==> src/design/fsp_pkg.sv <==
// Shared types and constants for the float switch pump timer.
// Holds the request, result and register structs, mode codes and register indexes.
// Depends on nothing; every other file uses it.
package fsp_pkg;

  localparam int unsigned TimeW = 32;
  localparam int unsigned CfgIdxW = 8;

  localparam logic [TimeW-1:0] OnTimeRst = TimeW'(1000 * 60 * 3);
  localparam logic [TimeW-1:0] RestFullRst = TimeW'(1000 * 60 * 120);
  localparam logic [TimeW-1:0] RestEmptyRst = TimeW'(1000 * 60 * 20);
  localparam logic [TimeW-1:0] LockoutRst = TimeW'(1000 * 20);

  // register indexes on the configuration channel
  localparam logic [CfgIdxW-1:0] CfgOnTime = CfgIdxW'(0);
  localparam logic [CfgIdxW-1:0] CfgRestFull = CfgIdxW'(1);
  localparam logic [CfgIdxW-1:0] CfgRestEmpty = CfgIdxW'(2);
  localparam logic [CfgIdxW-1:0] CfgLockout = CfgIdxW'(3);

  typedef enum logic [1:0] {
    ModeAuto = 2'd0,
    ModeOn   = 2'd1,
    ModeOff  = 2'd2
  } mode_e;

  typedef struct packed {
    logic [TimeW-1:0] now_ms;
    logic             float_level;
    logic             button_press;
    logic             remote_mode_valid;
    logic [1:0]       remote_mode;
  } in_t;

  typedef struct packed {
    logic       relay_drive;
    logic       led_one;
    logic       led_two;
    logic [1:0] current_mode;
    logic       full_notice;
  } out_t;

  typedef struct packed {
    logic [TimeW-1:0] on_time_ms;
    logic [TimeW-1:0] rest_after_full_ms;
    logic [TimeW-1:0] rest_after_empty_ms;
    logic [TimeW-1:0] relay_lockout_ms;
  } cfg_t;

endpackage

==> src/design/fsp_if.sv <==
// Handshake channels of the float switch pump timer: request, result and register write.
// Depends on fsp_pkg for the payload types.
interface fsp_in_if;
  logic         valid;
  logic         ready;
  fsp_pkg::in_t data;
  modport source (output valid, output data, input ready);
  modport sink (input valid, input data, output ready);
endinterface

interface fsp_out_if;
  logic          valid;
  logic          ready;
  fsp_pkg::out_t data;
  modport source (output valid, output data, input ready);
  modport sink (input valid, input data, output ready);
endinterface

interface fsp_cfg_if;
  logic                         valid;
  logic                         ready;
  logic [fsp_pkg::CfgIdxW-1:0]  index;
  logic [fsp_pkg::TimeW-1:0]    wdata;
  modport source (output valid, output index, output wdata, input ready);
  modport sink (input valid, input index, input wdata, output ready);
endinterface

==> src/design/fsp_cfg_regs.sv <==
// Timing register bank of the pump timer, written through the configuration channel.
// Depends on fsp_pkg and fsp_cfg_if.
module fsp_cfg_regs (
  input  logic             clk_i,
  input  logic             rst_ni,
  fsp_cfg_if.sink          cfg_i,
  output fsp_pkg::cfg_t    cfg_o
);
  import fsp_pkg::*;

  cfg_t cfg_q;

  assign cfg_i.ready = 1'b1;
  assign cfg_o = cfg_q;

  always_ff @(posedge clk_i or negedge rst_ni) begin
    if (!rst_ni) begin
      cfg_q.on_time_ms <= OnTimeRst;
      cfg_q.rest_after_full_ms <= RestFullRst;
      cfg_q.rest_after_empty_ms <= RestEmptyRst;
      cfg_q.relay_lockout_ms <= LockoutRst;
    end else if (cfg_i.valid) begin
      // unknown indexes are dropped
      case (cfg_i.index)
        CfgOnTime:    cfg_q.on_time_ms <= cfg_i.wdata;
        CfgRestFull:  cfg_q.rest_after_full_ms <= cfg_i.wdata;
        CfgRestEmpty: cfg_q.rest_after_empty_ms <= cfg_i.wdata;
        CfgLockout:   cfg_q.relay_lockout_ms <= cfg_i.wdata;
        default: ;
      endcase
    end
  end

endmodule

==> src/design/fsp_in_stage.sv <==
// Input register of the pump timer: captures one request and holds it until processed.
// Depends on fsp_pkg and fsp_in_if.
module fsp_in_stage (
  input  logic          clk_i,
  input  logic          rst_ni,
  fsp_in_if.sink        in_i,
  input  logic          advance_i,
  output logic          valid_o,
  output fsp_pkg::in_t  item_o
);
  import fsp_pkg::*;

  logic valid_q;
  in_t  item_q;

  // take a new request when empty or when the held one moves on this cycle
  assign in_i.ready = !valid_q || advance_i;
  assign valid_o = valid_q;
  assign item_o = item_q;

  always_ff @(posedge clk_i or negedge rst_ni) begin
    if (!rst_ni) begin
      valid_q <= 1'b0;
    end else if (in_i.ready) begin
      valid_q <= in_i.valid;
    end
  end

  always_ff @(posedge clk_i) begin
    if (in_i.valid && in_i.ready) begin
      item_q <= in_i.data;
    end
  end

endmodule

==> src/design/fsp_step.sv <==
// Per-request pump control: mode, LED refresh, run/rest timer, float and relay lockout.
// Holds the controller state; depends on fsp_pkg.
module fsp_step (
  input  logic           clk_i,
  input  logic           rst_ni,
  input  logic           advance_i,
  input  fsp_pkg::in_t   item_i,
  input  fsp_pkg::cfg_t  cfg_i,
  output fsp_pkg::out_t  result_o
);
  import fsp_pkg::*;

  mode_e            mode_q, mode_d;
  logic             stale_q, stale_d;
  logic [1:0]       led_q, led_d;
  logic             float_q, float_d;
  logic             relay_q, relay_d;
  logic             req_q, req_d;
  logic             long_q, long_d;
  logic [TimeW-1:0] phase_q, phase_d;
  logic [TimeW-1:0] last_q, last_d;
  logic             notice;

  always_comb begin
    logic [TimeW-1:0] now;
    logic [TimeW-1:0] rest;
    logic [TimeW-1:0] since_phase;
    logic [TimeW-1:0] since_change;
    now = item_i.now_ms;
    mode_d = mode_q;
    stale_d = stale_q;
    led_d = led_q;
    req_d = req_q;
    long_d = long_q;
    phase_d = phase_q;
    last_d = last_q;
    relay_d = relay_q;
    notice = 1'b0;

    if (item_i.button_press) begin
      mode_d = (mode_q == ModeOff) ? ModeAuto : mode_e'(mode_q + 2'd1);
      stale_d = 1'b1;
    end
    // remote code three is ignored
    if (item_i.remote_mode_valid && item_i.remote_mode <= ModeOff) begin
      mode_d = mode_e'(item_i.remote_mode);
      stale_d = 1'b1;
    end

    if (stale_d) begin
      stale_d = 1'b0;
      case (mode_d)
        ModeAuto: led_d = {relay_q, 1'b1};
        ModeOn: begin
          led_d = 2'b10;
          req_d = 1'b1;
        end
        ModeOff: begin
          led_d = 2'b00;
          req_d = 1'b0;
        end
        default: ;
      endcase
    end

    rest = long_q ? cfg_i.rest_after_full_ms : cfg_i.rest_after_empty_ms;
    since_phase = now - phase_q;
    if (!relay_q) begin
      // a zero phase start means the pump never ran: request at once
      if (phase_q == '0 || since_phase > rest) begin
        phase_d = now;
        req_d = 1'b1;
      end
    end else if (since_phase > cfg_i.on_time_ms) begin
      phase_d = now;
      req_d = 1'b0;
    end

    float_d = item_i.float_level;
    if (item_i.float_level && !float_q) begin
      long_d = 1'b1;
    end

    if (float_d && relay_q) begin
      req_d = 1'b0;
    end
    since_change = now - last_q;
    if (req_d != relay_q && since_change > cfg_i.relay_lockout_ms) begin
      stale_d = 1'b1;
      long_d = float_d;
      notice = float_d;
      relay_d = req_d;
      phase_d = now;
      last_d = now;
    end

    // timestamp went backwards: pull the phase start down to it
    if (now < phase_d) begin
      phase_d = now;
    end
  end

  assign result_o.relay_drive = relay_d;
  assign result_o.led_one = led_d[0];
  assign result_o.led_two = led_d[1];
  assign result_o.current_mode = mode_d;
  assign result_o.full_notice = notice;

  always_ff @(posedge clk_i or negedge rst_ni) begin
    if (!rst_ni) begin
      mode_q <= ModeAuto;
      stale_q <= 1'b1;
      led_q <= 2'b00;
      float_q <= 1'b0;
      relay_q <= 1'b0;
      req_q <= 1'b0;
      long_q <= 1'b0;
      phase_q <= '0;
      last_q <= '0;
    end else if (advance_i) begin
      mode_q <= mode_d;
      stale_q <= stale_d;
      led_q <= led_d;
      float_q <= float_d;
      relay_q <= relay_d;
      req_q <= req_d;
      long_q <= long_d;
      phase_q <= phase_d;
      last_q <= last_d;
    end
  end

`ifndef ASSERT_OFF
  a_notice_needs_change: assert property (@(posedge clk_i) disable iff (!rst_ni)
    advance_i && notice |-> relay_d != relay_q)
    else $error("full notice without relay change");

  a_change_stamps_time: assert property (@(posedge clk_i) disable iff (!rst_ni)
    advance_i && relay_d != relay_q |=> last_q == $past(item_i.now_ms) && stale_q)
    else $error("relay change did not record its time or mark LEDs stale");

  a_phase_not_ahead: assert property (@(posedge clk_i) disable iff (!rst_ni)
    advance_i |=> phase_q <= $past(item_i.now_ms))
    else $error("phase start ahead of timestamp");

  a_state_holds: assert property (@(posedge clk_i) disable iff (!rst_ni)
    !advance_i |=> $stable(relay_q) && $stable(mode_q) && $stable(phase_q))
    else $error("state moved without a request");
`endif

endmodule

==> src/design/fsp_out_stage.sv <==
// Result register of the pump timer: holds one result until the sink takes it.
// Depends on fsp_pkg and fsp_out_if.
module fsp_out_stage (
  input  logic           clk_i,
  input  logic           rst_ni,
  input  logic           load_i,
  input  fsp_pkg::out_t  result_i,
  output logic           space_o,
  fsp_out_if.source      out_o
);
  import fsp_pkg::*;

  logic valid_q;
  out_t data_q;

  assign space_o = !valid_q || out_o.ready;
  assign out_o.valid = valid_q;
  assign out_o.data = data_q;

  always_ff @(posedge clk_i or negedge rst_ni) begin
    if (!rst_ni) begin
      valid_q <= 1'b0;
    end else if (space_o) begin
      valid_q <= load_i;
    end
  end

  always_ff @(posedge clk_i) begin
    if (load_i) begin
      data_q <= result_i;
    end
  end

endmodule

==> src/design/float_switch_pump_timer_core.sv <==
// Channel   Dir  Handshake        Payload
// in_i      in   valid/ready      now_ms, float_level, button_press, remote mode
// out_o     out  valid/ready      relay_drive, led_one, led_two, current_mode, full_notice
// cfg_i     in   valid/ready      index, wdata (four 32-bit timing registers)
//
// A request is registered in the input register, processed by the step logic and its
// result registered in the result register; a stalled result can hold it in between.
// One request per cycle is sustained while the result sink keeps taking results;
// the single step stage sets that rate.
// Reset is asynchronous and restores the default timings, automatic mode and relay off.
// A stalled result holds the step stage and then the input register.
// Top level of the float switch pump timer; depends on fsp_pkg, the channel interfaces
// and the fsp_cfg_regs, fsp_in_stage, fsp_step and fsp_out_stage modules.
module float_switch_pump_timer_core (
  input  logic       clk_i,
  input  logic       rst_ni,
  fsp_in_if.sink     in_i,
  fsp_out_if.source  out_o,
  fsp_cfg_if.sink    cfg_i
);
  import fsp_pkg::*;

  cfg_t cfg;
  in_t  item;
  out_t result;
  logic item_valid;
  logic out_space;
  logic advance;

  // process the held request whenever the result register can take it
  assign advance = item_valid && out_space;

  fsp_cfg_regs u_cfg (
    .clk_i  (clk_i),
    .rst_ni (rst_ni),
    .cfg_i  (cfg_i),
    .cfg_o  (cfg)
  );

  fsp_in_stage u_in (
    .clk_i     (clk_i),
    .rst_ni    (rst_ni),
    .in_i      (in_i),
    .advance_i (advance),
    .valid_o   (item_valid),
    .item_o    (item)
  );

  fsp_step u_step (
    .clk_i     (clk_i),
    .rst_ni    (rst_ni),
    .advance_i (advance),
    .item_i    (item),
    .cfg_i     (cfg),
    .result_o  (result)
  );

  fsp_out_stage u_out (
    .clk_i    (clk_i),
    .rst_ni   (rst_ni),
    .load_i   (advance),
    .result_i (result),
    .space_o  (out_space),
    .out_o    (out_o)
  );

endmodule

==> src/flat_wrapper.sv <==
// flat-port wrapper written by rule: the top's interface ports become plain ports
module float_switch_pump_timer_core_flat import fsp_pkg::*;
  (clk_i, rst_ni, in_i_valid, in_i_data, in_i_ready, out_o_valid, out_o_data, out_o_ready, cfg_i_valid, cfg_i_index, cfg_i_wdata, cfg_i_ready);
  fsp_in_if in_i_i ();
  fsp_out_if out_o_i ();
  fsp_cfg_if cfg_i_i ();
  input  logic clk_i;
  input  logic rst_ni;
  input wire logic [$bits(in_i_i.valid)-1:0] in_i_valid;
  input wire logic [$bits(in_i_i.data)-1:0] in_i_data;
  output wire logic [$bits(in_i_i.ready)-1:0] in_i_ready;
  output wire logic [$bits(out_o_i.valid)-1:0] out_o_valid;
  output wire logic [$bits(out_o_i.data)-1:0] out_o_data;
  input wire logic [$bits(out_o_i.ready)-1:0] out_o_ready;
  input wire logic [$bits(cfg_i_i.valid)-1:0] cfg_i_valid;
  input wire logic [$bits(cfg_i_i.index)-1:0] cfg_i_index;
  input wire logic [$bits(cfg_i_i.wdata)-1:0] cfg_i_wdata;
  output wire logic [$bits(cfg_i_i.ready)-1:0] cfg_i_ready;
  assign in_i_i.valid = in_i_valid;
  assign in_i_i.data = in_i_data;
  assign in_i_ready = in_i_i.ready;
  assign out_o_valid = out_o_i.valid;
  assign out_o_data = out_o_i.data;
  assign out_o_i.ready = out_o_ready;
  assign cfg_i_i.valid = cfg_i_valid;
  assign cfg_i_i.index = cfg_i_index;
  assign cfg_i_i.wdata = cfg_i_wdata;
  assign cfg_i_ready = cfg_i_i.ready;
  float_switch_pump_timer_core u_core (.clk_i(clk_i), .rst_ni(rst_ni), .in_i(in_i_i), .out_o(out_o_i), .cfg_i(cfg_i_i));
endmodule
==> config.mk <==
export PLATFORM = sky130hd
export DESIGN_NAME = float_switch_pump_timer_core_flat
export DESIGN_NICKNAME = d
export VERILOG_FILES = /design/src/design/fsp_pkg.sv /design/src/design/fsp_if.sv /design/src/design/fsp_cfg_regs.sv /design/src/design/fsp_in_stage.sv /design/src/design/fsp_step.sv /design/src/design/fsp_out_stage.sv /design/src/design/float_switch_pump_timer_core.sv /design/src/flat_wrapper.sv
export SDC_FILE = /design/constraint.sdc
export NUM_CORES = 1
export LEC_CHECK = 0
export BUFFER_PORTS_ARGS = -buffer_cell sky130_fd_sc_hd__buf_2
export CORE_ASPECT_RATIO = 1.75
export CORE_MARGIN = 5
export CORE_UTILIZATION = 56
export DETAILED_ROUTE_END_ITERATION = 6
export HOLD_SLACK_MARGIN = 0.12
export PLACE_DENSITY = 0.87
export SLEW_MARGIN = 20
export SYNTH_ARGS = -nofsm -noshare
export SYNTH_HDL_FRONTEND = slang
export SYNTH_HIERARCHICAL = 1
export SYNTH_SLANG_ARGS = --single-unit
==> constraint.sdc <==
create_clock -name clk_i -period 6.9 [get_ports clk_i]
set_input_delay 1.38 -clock clk_i [delete_from_list [all_inputs] [get_ports clk_i]]
set_output_delay 1.38 -clock clk_i [all_outputs]
set_load 0.005 [all_outputs]
==> results.ini, run 1 <==
[final_layout]
final_layout_size_suffix_gt1_frac=0.364
finalNetCount=2031
multi_input_comb_area_um2=9310
number_of_filler_cells_placed_in_the_layout=1941
final_design_area_no_fill_um2=19800
area_growth_pct=22.8
post_layout_nonfiller_instances=2151
antenna_cells=0
final_util=0.693
final-seq-area_um2=6410

[timing]
final-max-slew-violation-count=0
timing.clock.skew_ns=0.0244
post-route-period-util=1.13
finalHoldViolCount=0
setup_ws_ns=-0.896
fmax_mhz=128
pin_slew_with_the_least_headroom_to_its_limit_ns=0.959
report.final.setup_viol=32
min_period_ns=7.80
fin_setup_tns_ns=-27.84
timing.slew.headroom=0.361
final.hold.worst_slack_ns=0.468
rsz_0062_raised_after_global_routing=true

[floorplanning]
pin_count=91
initial_core_util=0.565
design.die.area_um2=32500
placementRows=82
die_x_um=138
die_outline_height_um=235
core_area_um2=28600

[setup_path]
cp.required_ns=7.31
family_of_cells_with_the_greatest_summed_delay_on_the_critical_path=compound AO/OA/AOI/OAI gates
worst_path_largest_cell_delay_ns=0.40
critical_path_peak_fanout=12
ws_path_type=reg2reg
rr_startpoint=u_core/u_in/item_o[5]
endpoint_kind=flip-flop
critical-path-top-cell-by-count=a21oi_2
setup.worst_path.start_class=flip-flop
slowest_stage=edfxtp_1
critical_path.reg2reg.endpoint=u_core/u_step/phase_q[14]
crit_cells=38
crit_path_start=u_core/u_in/item_o[5]
worst-path-buf-inv=6
timing.critical_path.arrival_ns=8.21
reg2regPathDepth=38
rrSetupSlack_ns=-0.90

[placement]
placed_cells_incl_taps=2072
io_buffers=89
post_placement_cell_area_um2=18500
hpwlAfterDp_um=34500
gp_congestion=0.957

[synth]
yosysWarningCount=6
synth_largest_area_cell=dfrtp_1
postSynthAreaPerCell_um2=11.2
synthArstFlopShare=0.825
synthDistinctLibCells=80
synth_nets=1719
netlist_top_cells_area=dfrtp_1 (26%), ha_1 (15%), mux2_2 (11%), edfxtp_1 (8.0%), dfstp_2 (5.5%)
ys_ff_latch=246
synth.top_cell.area_share=0.262
synth-seq-area-share=0.397
synth.cell_area_um2=16200
yosys_most_used_dff=dfrtp_1
synth_edf_count=43
netlist_instances=1443

[global_route]
grt_remaining_overflow=0
grt_max_degree=99
grt_antenna_before_repair=0
grt_first_pass_wirelength_um=71900
first_global_vias=14100
track_usage=0.277

[status]
run_status=finished with violations
violations=negative setup slack

[job]
max_cap_violations=0

[clocking]
clk_path_buf_depth=3
tritoncts.num_buffers=24
clock_sinks=246
clk-insertion-delay-late_ns=0.54
clock_input_transition_at_the_sequential_cells_of_the_worst_setup_and_hold_paths_ns=0.07
clk_root_buffer_cell=clkbuf_16
cts.htree.levels=1
cts_tree=built

[worst_hold_path]
hold_path_class=reg2reg
hold-path-cell-count=2
timing.hold.worst.start=u_core/u_step/stale_q
worstHoldEndpoint=u_core/u_step/stale_q

[detailed_routing]
firstDrtPassIters=5
detail_route.iter0.violations=648
drt.antenna.violating_nets=0
routed_wl_um=46300
detailroute.via_count=12800
routedWlPerCell_um=21.5
drt_drc=0
avgViaCountPerCell=5.95

[pwr]
p_per_area_nw_per_um2=585
worst_ir_drop_vdd_uv=372
power.static_leakage_uw=0.00969

-- per-stage QoR --
stage | power, µW | worst slack (ns)
after floorplan | 6870 | -0.165
after global placement | 8930 | -1.09
after detailed placement | 9300 | -1.14
after CTS | 11200 | -0.575
after global routing | 12300 | -1.14
final | 11600 | -0.896
-- logic make-up after synthesis --
logic type / after synthesis / synth area share
buf+inv: 181 / 0.0465
compound gates: 280 / 0.116
fa+ha+maj: 194 / 0.151
mux: 262 / 0.185
simple gates: 225 / 0.0754
xor+xnor: 54 / 0.0293
flops: 246 / 0.397
other cells: 1 / 0.000232
-- repair_timing --
action,in CTS,in global routing
setup endpoints to repair,32,32
pin swaps,34,25
resized for setup,32,14
gates cloned,1,1
hold endpoints to repair,0,0
hold buffers,0,0
setup buffers,24,11
-- metal layers --
layer	wire length, µm	GRT usage
met5	0	0
met4	5080	0.248
met3	1440	0.0273
met2	25200	0.530
met1	14600	0.249
-- power by group --
part	internal (µW)	total [µW]	leakage (µW)	switching (µW)
sequential	1810	2070	0.00294	263
combinational	4150	8200	0.00636	4050
clock	738	1320	0.000391	583
-- worst max-delay path by stage --
stage | end | slack (ns)
floorplan | u_core/u_step/phase_q[0] | -0.17
global placement | u_core/u_step/phase_q[28] | -1.09
detailed placement | u_core/u_step/phase_q[27] | -1.14
CTS | u_core/u_step/phase_q[10] | -0.57
global route | u_core/u_step/phase_q[27] | -1.14
finish | u_core/u_step/phase_q[14] | -0.90
-- state kept, by name (all words and copies together), names as in the netlist --
name                      flops
u_core/u_cfg/cfg_o          128
u_core/u_in/item_o           37
u_core/u_in/valid_o           1
u_core/u_out/out_o.data       6
u_core/u_out/out_o.valid      1
u_core/u_step/float_q         1
u_core/u_step/last_q         32
u_core/u_step/led_q           2
u_core/u_step/long_q          1
u_core/u_step/mode_q          2
u_core/u_step/phase_q        32
u_core/u_step/relay_q         1
u_core/u_step/req_q           1
u_core/u_step/stale_q         1
-- cell type report --
| cell class | instances | share of cell area |
|---|---|---|
| clock inverters | 12 | 0.00498 |
| clock buffers | 32 | 0.0344 |
| well taps | 378 | 0.0238 |
| multi-input cells | 1016 | 0.469 |
| flip-flops and latches | 246 | 0.323 |
| inverters | 146 | 0.0276 |
| repair buffers | 321 | 0.117 |
-- synthesized netlist by cell type (all sizes together) (3+ instances only) --
cell type	n
a21o	59
buf	27
a21oi	88
nand3	19
nor3	14
o211ai	3
nor2b	17
mux2i	63
ha	192
a221o	3
clkbuf	8
nand2	23
a211oi	9
a21boi	3
inv	146
mux2	199
a22o	3
o2111ai	3
o21ai	37
nand4	32
nor2	57
and2	5
o31ai	4
dfstp	34
xnor2	37
o21a	18
a31oi	7
a31o	3
or2	6
nor4	13
and3	13
o31a	7
or3	3
o41ai	4
edfxtp	43
dfrtp	169
o21bai	10
xor2	17
nand2b	12
-- worst min-delay path, delay by kind of cell, from the launching register on --
family,cells,cell delay [ns]
flip-flops,1,0.37
buffers and inverters,1,0.05
AO/OA/AOI/OAI,1,0.05
-- cells in the final DEF (no fill, tap or decap), types with 34 or more instances in the layout --
cell / Yosys / layout
a21o_1: 59 / 59
a21oi_1: 87 / 81
buf_2: 12 / 88
buf_4: 9 / 220
dfrtp_1: 169 / 168
dfstp_2: 34 / 34
edfxtp_1: 43 / 43
ha_1: 192 / 191
inv_1: 146 / 143
mux2_2: 157 / 157
mux2i_1: 63 / 62
nor2_1: 57 / 56
xnor2_1: 37 / 35
(Power assumes the default switching activity.)
==> inputs of run 2 (changes only) <==
CORE_UTILIZATION = 62   (was 56)
PLACE_DENSITY = 0.91   (was 0.87)
clock period = 8.5 ns   (was 6.9 ns; I/O delays follow)
==> run 2 against run 1 <==
  * Critical endpoint is now u_core/u_step/phase_q[27]
  * Fmax down 5.3%
  * Non-clock buffer count down 197
  * Via count down 5.5%
  * Cell area down 9.2%
  * Sequential share of layout area up 3.3 points
  * Critical path depth unchanged
  * Worst setup slack better by 1.2 ns
  * The flow now finishes without violations
  * Hold slack better by 0.019 ns
  * Die area down 9.1%
  * First-iteration DRC count up 48%
  * Total power down 29%
  * Register-to-register slack better by 1.2 ns
==> results.ini, run 2 (synthesized netlist as in run 1, its figures left out) <==
[setup_path]
setup.worst_path.start_class=flip-flop  ; unchanged
cp.required_ns=8.90  ; was 7.31 ns
worst_path_largest_cell_delay_ns=0.42  ; was 0.40 ns
timing.critical_path.arrival_ns=8.63  ; was 8.21 ns
worst-path-buf-inv=5  ; was 6
slowest_stage=fa_1  ; was edfxtp_1
critical-path-top-cell-by-count=a21o_1  ; was a21oi_2
ws_path_type=reg2reg  ; unchanged
endpoint_kind=flip-flop  ; unchanged
critical_path_peak_fanout=16  ; was 12
family_of_cells_with_the_greatest_summed_delay_on_the_critical_path=compound AO/OA/AOI/OAI gates  ; unchanged

[detailed_routing]
drt.antenna.violating_nets=0  ; unchanged
routed_wl_um=42700  ; was 46300 µm
drt_drc=0  ; unchanged
firstDrtPassIters=6  ; was 5
avgViaCountPerCell=6.38  ; was 5.95
routedWlPerCell_um=22.6  ; was 21.5 µm
detail_route.iter0.violations=962  ; was 648
detailroute.via_count=12100  ; was 12800

[timing]
fmax_mhz=121  ; was 128 MHz
min_period_ns=8.23  ; was 7.80 ns
pin_slew_with_the_least_headroom_to_its_limit_ns=1.14  ; was 0.959 ns
timing.clock.skew_ns=0.0126  ; was 0.0244 ns
final-max-slew-violation-count=0  ; unchanged
post-route-period-util=0.968  ; was 1.13
report.final.setup_viol=0  ; was 32
timing.slew.headroom=0.240  ; was 0.361
finalHoldViolCount=0  ; unchanged

[placement]
placed_cells_incl_taps=1832  ; was 2072
io_buffers=89  ; unchanged
hpwlAfterDp_um=31300  ; was 34500 µm
gp_congestion=0.956  ; was 0.957

[global_route]
grt_max_degree=119  ; was 99
grt_antenna_before_repair=0  ; unchanged
grt_first_pass_wirelength_um=64600  ; was 71900 µm
track_usage=0.272  ; was 0.277
first_global_vias=12700  ; was 14100
grt_remaining_overflow=0  ; unchanged

[final_layout]
largest_register_ff_count=128  ; unchanged
finalNetCount=1833  ; was 2031
mostFrequentLayoutCell=ha_1  ; was buf_4
final_util=0.697  ; was 0.693
post_layout_nonfiller_instances=1893  ; was 2151
final_layout_size_suffix_gt1_frac=0.261  ; was 0.364
antenna_cells=0  ; unchanged
layout_common_cells=ha_1 (192), dfrtp_1 (168), mux2_2 (157)  ; was buf_4 (220), ha_1 (191), dfrtp_1 (168)
area_growth_pct=11.5  ; was 22.8%

[pwr]
report.power.total_uw=8260  ; was 11600 µW
power.static_leakage_uw=0.00862  ; was 0.00969 µW
p_per_area_nw_per_um2=458  ; was 585 nW/µm²
worst_ir_drop_vdd_uv=260  ; was 372 µV

[clocking]
clock_input_transition_at_the_sequential_cells_of_the_worst_setup_and_hold_paths_ns=0.06  ; was 0.07 ns
tritoncts.num_buffers=23  ; was 24
cts.htree.levels=1  ; unchanged
clk_path_buf_depth=3  ; unchanged
clk-insertion-delay-late_ns=0.53  ; was 0.54 ns
cts_tree=built  ; unchanged
clk_root_buffer_cell=clkbuf_16  ; unchanged
clock_sinks=246  ; unchanged

[floorplanning]
placementRows=78  ; was 82
design.die.area_um2=29500  ; was 32500 µm²
initial_core_util=0.625  ; was 0.565
core_area_um2=25900  ; was 28600 µm²
die_x_um=132  ; was 138 µm
die_outline_height_um=224  ; was 235 µm
pin_count=91  ; unchanged

[worst_hold_path]
hold_path_class=reg2reg  ; unchanged

[status]
run_status=finished, final reports clean  ; was finished with violations

[job]
max_cap_violations=0  ; unchanged

-- run 2: cell count changes in the layout (fill, tap and decap cells not counted), sizes merged --
| cell | before | now |
|---|---|---|
| clkbuf | 34 | 33 |
| bufinv | 1 | 4 |
| clkinv | 8 | 7 |
| inv | 148 | 146 |
| buf | 319 | 121 |
| clkinvlp | 1 | 0 |
-- run 2: final cells by class --
type	count	area [µm²]
clock buffer	30	612
tap	320	400
multi-input combinational	1016	9120
timing repair buffer	124	772
sequential	246	6410
fill	1736	7840
clock inverter	11	155
inverter	146	548
-- run 2: power breakdown --
group          switching, µW  internal [µW]
sequential               273           1470
clock                    449            629
combinational           2870           2560
total                   3600           4660
-- run 2: routing by layer --
metal | vias to the layer above | GRT usage | part of all wire | wire length [µm]
li1 | 5464 | - | - | -
met1 | 5869 | 0.257 | 0.33 | 14100
met2 | 495 | 0.515 | 0.53 | 22700
met3 | 257 | 0.0292 | 0.037 | 1590
met4 | 0 | 0.229 | 0.10 | 4360
met5 | - | 0 | 0 | 0
-- run 2: worst register-to-register path: cells and delay by family (launching register included) --
| kind | cells | cell delay, ns |
|---|---|---|
| fa+ha+maj | 4 | 1.15 |
| buf+inv | 5 | 0.74 |
| mux | 2 | 0.55 |
| compound gates | 22 | 4.52 |
| flops | 1 | 0.41 |
| simple gates | 4 | 0.61 |
| xor+xnor | 1 | 0.15 |
-- run 2: repair_timing --
action                                  in CTS  in global routing
gates resized for setup                      3                 17
pin swaps                                    0                 10
buffers inserted                             2                 16
hold buffers                                 0                  0
endpoints found under the setup margin      32                 32
gates cloned                                 0                  2
-- run 2: path summary, 6_finish.rpt --
kind | start | end | slack, ns | cells after the start
setup / recovery | u_core/u_in/item_o[5] | u_core/u_step/phase_q[27] | 0.27 | 38
hold / removal | u_core/u_step/stale_q | u_core/u_step/stale_q | 0.49 | 2
setup reg to reg | u_core/u_in/item_o[5] | u_core/u_step/phase_q[27] | 0.27 | 38
hold reg to reg | u_core/u_step/stale_q | u_core/u_step/stale_q | 0.49 | 2
max in group asynchronous | rst_ni | u_core/u_cfg/cfg_o[115] | 5.98 | 2
min in group asynchronous | rst_ni | u_core/u_cfg/cfg_o[51] | 1.26 | 1
-- run 2: metrics by stage --
step	cell area, µm²	TNS, ns	setup slack [ns]	hold WS, ns
after floorplan	16200	0	0.922	0.439
after CTS	17800	0	0.0272	0.472
after global routing	18000	-1.09	-0.0634	0.507
after global placement	17000	0	0.403	0.458
final	18000	0	0.268	0.487
after detailed placement	17000	-0.0942	-0.0352	0.461
==> inputs of run 3 (changes only) <==
CORE_UTILIZATION = 64   (was 62)
CTS_BUF_LIST = sky130_fd_sc_hd__clkbuf_8   (was default)
==> run 3 against run 2 <==
  * Global-route usage increased by 2.1 points
  * Clock power decreased by 11%
  * Sequential cell count unchanged
  * Largest power group unchanged
  * Largest cell class unchanged
  * Clock skew increased by 0.013 ns
  * Sequential share of layout area decreased by 0.20 points
  * Fmax decreased by 1.6%
  * Highest routed layer unchanged
  * Non-clock buffer count increased by 8
  * Count of clock-buffer cells in the layout increased by 15
  * Cell area increased by 0.58%
  * Critical path type unchanged
==> results.ini, run 3 (synthesized netlist as in run 1, its figures left out) <==
[status]
run_status=finished, final reports clean  ; unchanged

[detailed_routing]
detailroute.via_count=12500  ; was 12100
avgViaCountPerCell=6.51  ; was 6.38
detail_route.iter0.violations=983  ; was 962
drt.antenna.violating_nets=0  ; unchanged
drt_drc=0  ; unchanged
firstDrtPassIters=6  ; unchanged
routed_wl_um=44900  ; was 42700 µm
routedWlPerCell_um=23.4  ; was 22.6 µm

[global_route]
grt_max_degree=128  ; was 119
grt_antenna_before_repair=1  ; was 0
grt_first_pass_wirelength_um=65000  ; was 64600 µm
first_global_vias=12700  ; about the same
track_usage=0.293  ; was 0.272
grt_remaining_overflow=0  ; unchanged

[final_layout]
finalNetCount=1855  ; was 1833
number_of_filler_cells_placed_in_the_layout=1690  ; was 1736
final_layout_size_suffix_gt1_frac=0.275  ; was 0.261
final-seq-area_um2=6410  ; unchanged
largest_register_ff_count=128  ; unchanged
area_growth_pct=12.2  ; was 11.5%
mostFrequentLayoutCell=ha_1  ; unchanged
multi_input_comb_area_um2=9170  ; was 9120 µm²
layout_common_cells=ha_1 (192), dfrtp_1 (168), inv_1 (158)  ; was ha_1 (192), dfrtp_1 (168), mux2_2 (157)
post_layout_nonfiller_instances=1922  ; was 1893

[clocking]
clock_input_transition_at_the_sequential_cells_of_the_worst_setup_and_hold_paths_ns=0.08  ; was 0.06 ns
clk_path_buf_depth=3  ; unchanged
clock_sinks=246  ; unchanged
clk-insertion-delay-late_ns=0.57  ; was 0.53 ns
cts_tree=built  ; unchanged
tritoncts.num_buffers=37  ; was 23
clk_root_buffer_cell=clkbuf_8  ; was clkbuf_16
cts.htree.levels=2  ; was 1

[setup_path]
ws_path_type=reg2reg  ; unchanged
critical_path_peak_fanout=7  ; was 16
critical-path-top-cell-by-count=buf_4  ; was a21o_1
setup.worst_path.start_class=flip-flop  ; unchanged
rrSetupSlack_ns=0.13  ; was 0.27 ns
endpoint_kind=flip-flop  ; unchanged
worst_path_largest_cell_delay_ns=0.47  ; was 0.42 ns
timing.critical_path.arrival_ns=8.81  ; was 8.63 ns
cp.required_ns=8.94  ; was 8.90 ns
slowest_stage=edfxtp_1  ; was fa_1

[placement]
hpwlAfterDp_um=31100  ; was 31300 µm
io_buffers=89  ; unchanged
gp_congestion=0.963  ; was 0.956
placed_cells_incl_taps=1830  ; was 1832

[pwr]
comb_power_share=0.680  ; was 0.658
clkPwrFrac=0.113  ; was 0.131
p_int_uw=4650  ; was 4660 µW
net-switching-power_uw=3830  ; was 3600 µW
power.static_leakage_uw=0.00872  ; was 0.00862 µW
power.share.switching=0.452  ; was 0.436
power.sequential.fraction=0.207  ; was 0.211
report.power.total_uw=8480  ; was 8260 µW
p_per_area_nw_per_um2=468  ; was 458 nW/µm²
worst_ir_drop_vdd_uv=283  ; was 260 µV

[timing]
timing.slew.headroom=0.247  ; was 0.240
final.hold.worst_slack_ns=0.496  ; was 0.487 ns
min_period_ns=8.37  ; was 8.23 ns
pin_slew_with_the_least_headroom_to_its_limit_ns=1.13  ; was 1.14 ns
fmax_mhz=120  ; was 121 MHz
report.final.setup_viol=0  ; unchanged
final-max-slew-violation-count=0  ; unchanged
finalHoldViolCount=0  ; unchanged
fin_setup_tns_ns=0  ; unchanged
timing.clock.skew_ns=0.0261  ; was 0.0126 ns
post-route-period-util=0.984  ; was 0.968

[job]
max_cap_violations=0  ; unchanged

[floorplanning]
design.die.area_um2=28700  ; was 29500 µm²
die_x_um=130  ; was 132 µm
core_area_um2=25100  ; was 25900 µm²
pin_count=91  ; unchanged
die_outline_height_um=220  ; was 224 µm
initial_core_util=0.643  ; was 0.625
placementRows=77  ; was 78

[worst_hold_path]
hold_path_class=reg2reg  ; unchanged

run 3: worst max-delay path: cells and delay by family, from the launching register on:
family,cells,cell delay [ns]
compound gates,17,3.79
mux,2,0.60
buf+inv,5,0.85
xor+xnor,1,0.15
fa+ha+maj,3,1.02
flops,1,0.47
simple gates,8,1.36
run 3: cell type report:
class / instances / share of cell area
flip-flops and latches: 246 / 0.354
inverters: 146 / 0.0302
diodes: 1 / 0.000138
clock inverters: 20 / 0.00462
repair buffers: 132 / 0.0491
multi-input cells: 1016 / 0.506
clock buffers: 45 / 0.0342
well taps: 316 / 0.0218
run 3: per-layer routing:
| layer | GRT usage | vias up | part of all wire |
|---|---|---|---|
| met4 | 0.248 | 0 | 0.10 |
| met3 | 0.0461 | 282 | 0.053 |
| li1 | - | 5524 | - |
| met2 | 0.532 | 639 | 0.52 |
| met1 | 0.282 | 6058 | 0.32 |
| met5 | 0 | - | 0 |
run 3: path summary, 6_finish.rpt:
| check | startpoint | endpoint | cells after the start |
|---|---|---|---|
| setup / recovery | u_core/u_in/item_o[6] | u_core/u_step/phase_q[14] | 36 |
| hold / removal | u_core/u_step/last_q[27] | u_core/u_step/last_q[27] | 1 |
| setup reg to reg | u_core/u_in/item_o[6] | u_core/u_step/phase_q[14] | 36 |
| hold reg to reg | u_core/u_step/last_q[27] | u_core/u_step/last_q[27] | 1 |
| max in group asynchronous | rst_ni | u_core/u_cfg/cfg_o[114] | 2 |
| min in group asynchronous | rst_ni | u_core/u_cfg/cfg_o[50] | 1 |
run 3: power by group through the flow:
stage / registers (µW) / clock network, µW / logic, µW
3_5_place_dp: 1750 / 0 / 4920
4_1_cts: 1730 / 968 / 4990
6_report: 1750 / 958 / 5770
2_1_floorplan: 1620 / 0 / 3850
5_1_grt: 1770 / 1030 / 6160
3_3_place_gp: 1730 / 0 / 4650
run 3: through the flow:
step	utilization	cell area, µm²	worst slack [ns]
after floorplan	-	16200	0.922
after global placement	0.675	17000	0.385
after detailed placement	0.675	17000	0.0218
after CTS	0.704	17700	0.0632
after global routing	0.721	18100	-0.121
final	0.721	18100	0.133
run 3: repair_timing:
item | in CTS | in global routing
endpoints found under the setup margin | 27 | 32
resized for setup | 3 | 27
gates cloned | 0 | 5
pin swaps | 0 | 17
buffers inserted | 0 | 20
hold buffers | 0 | 0
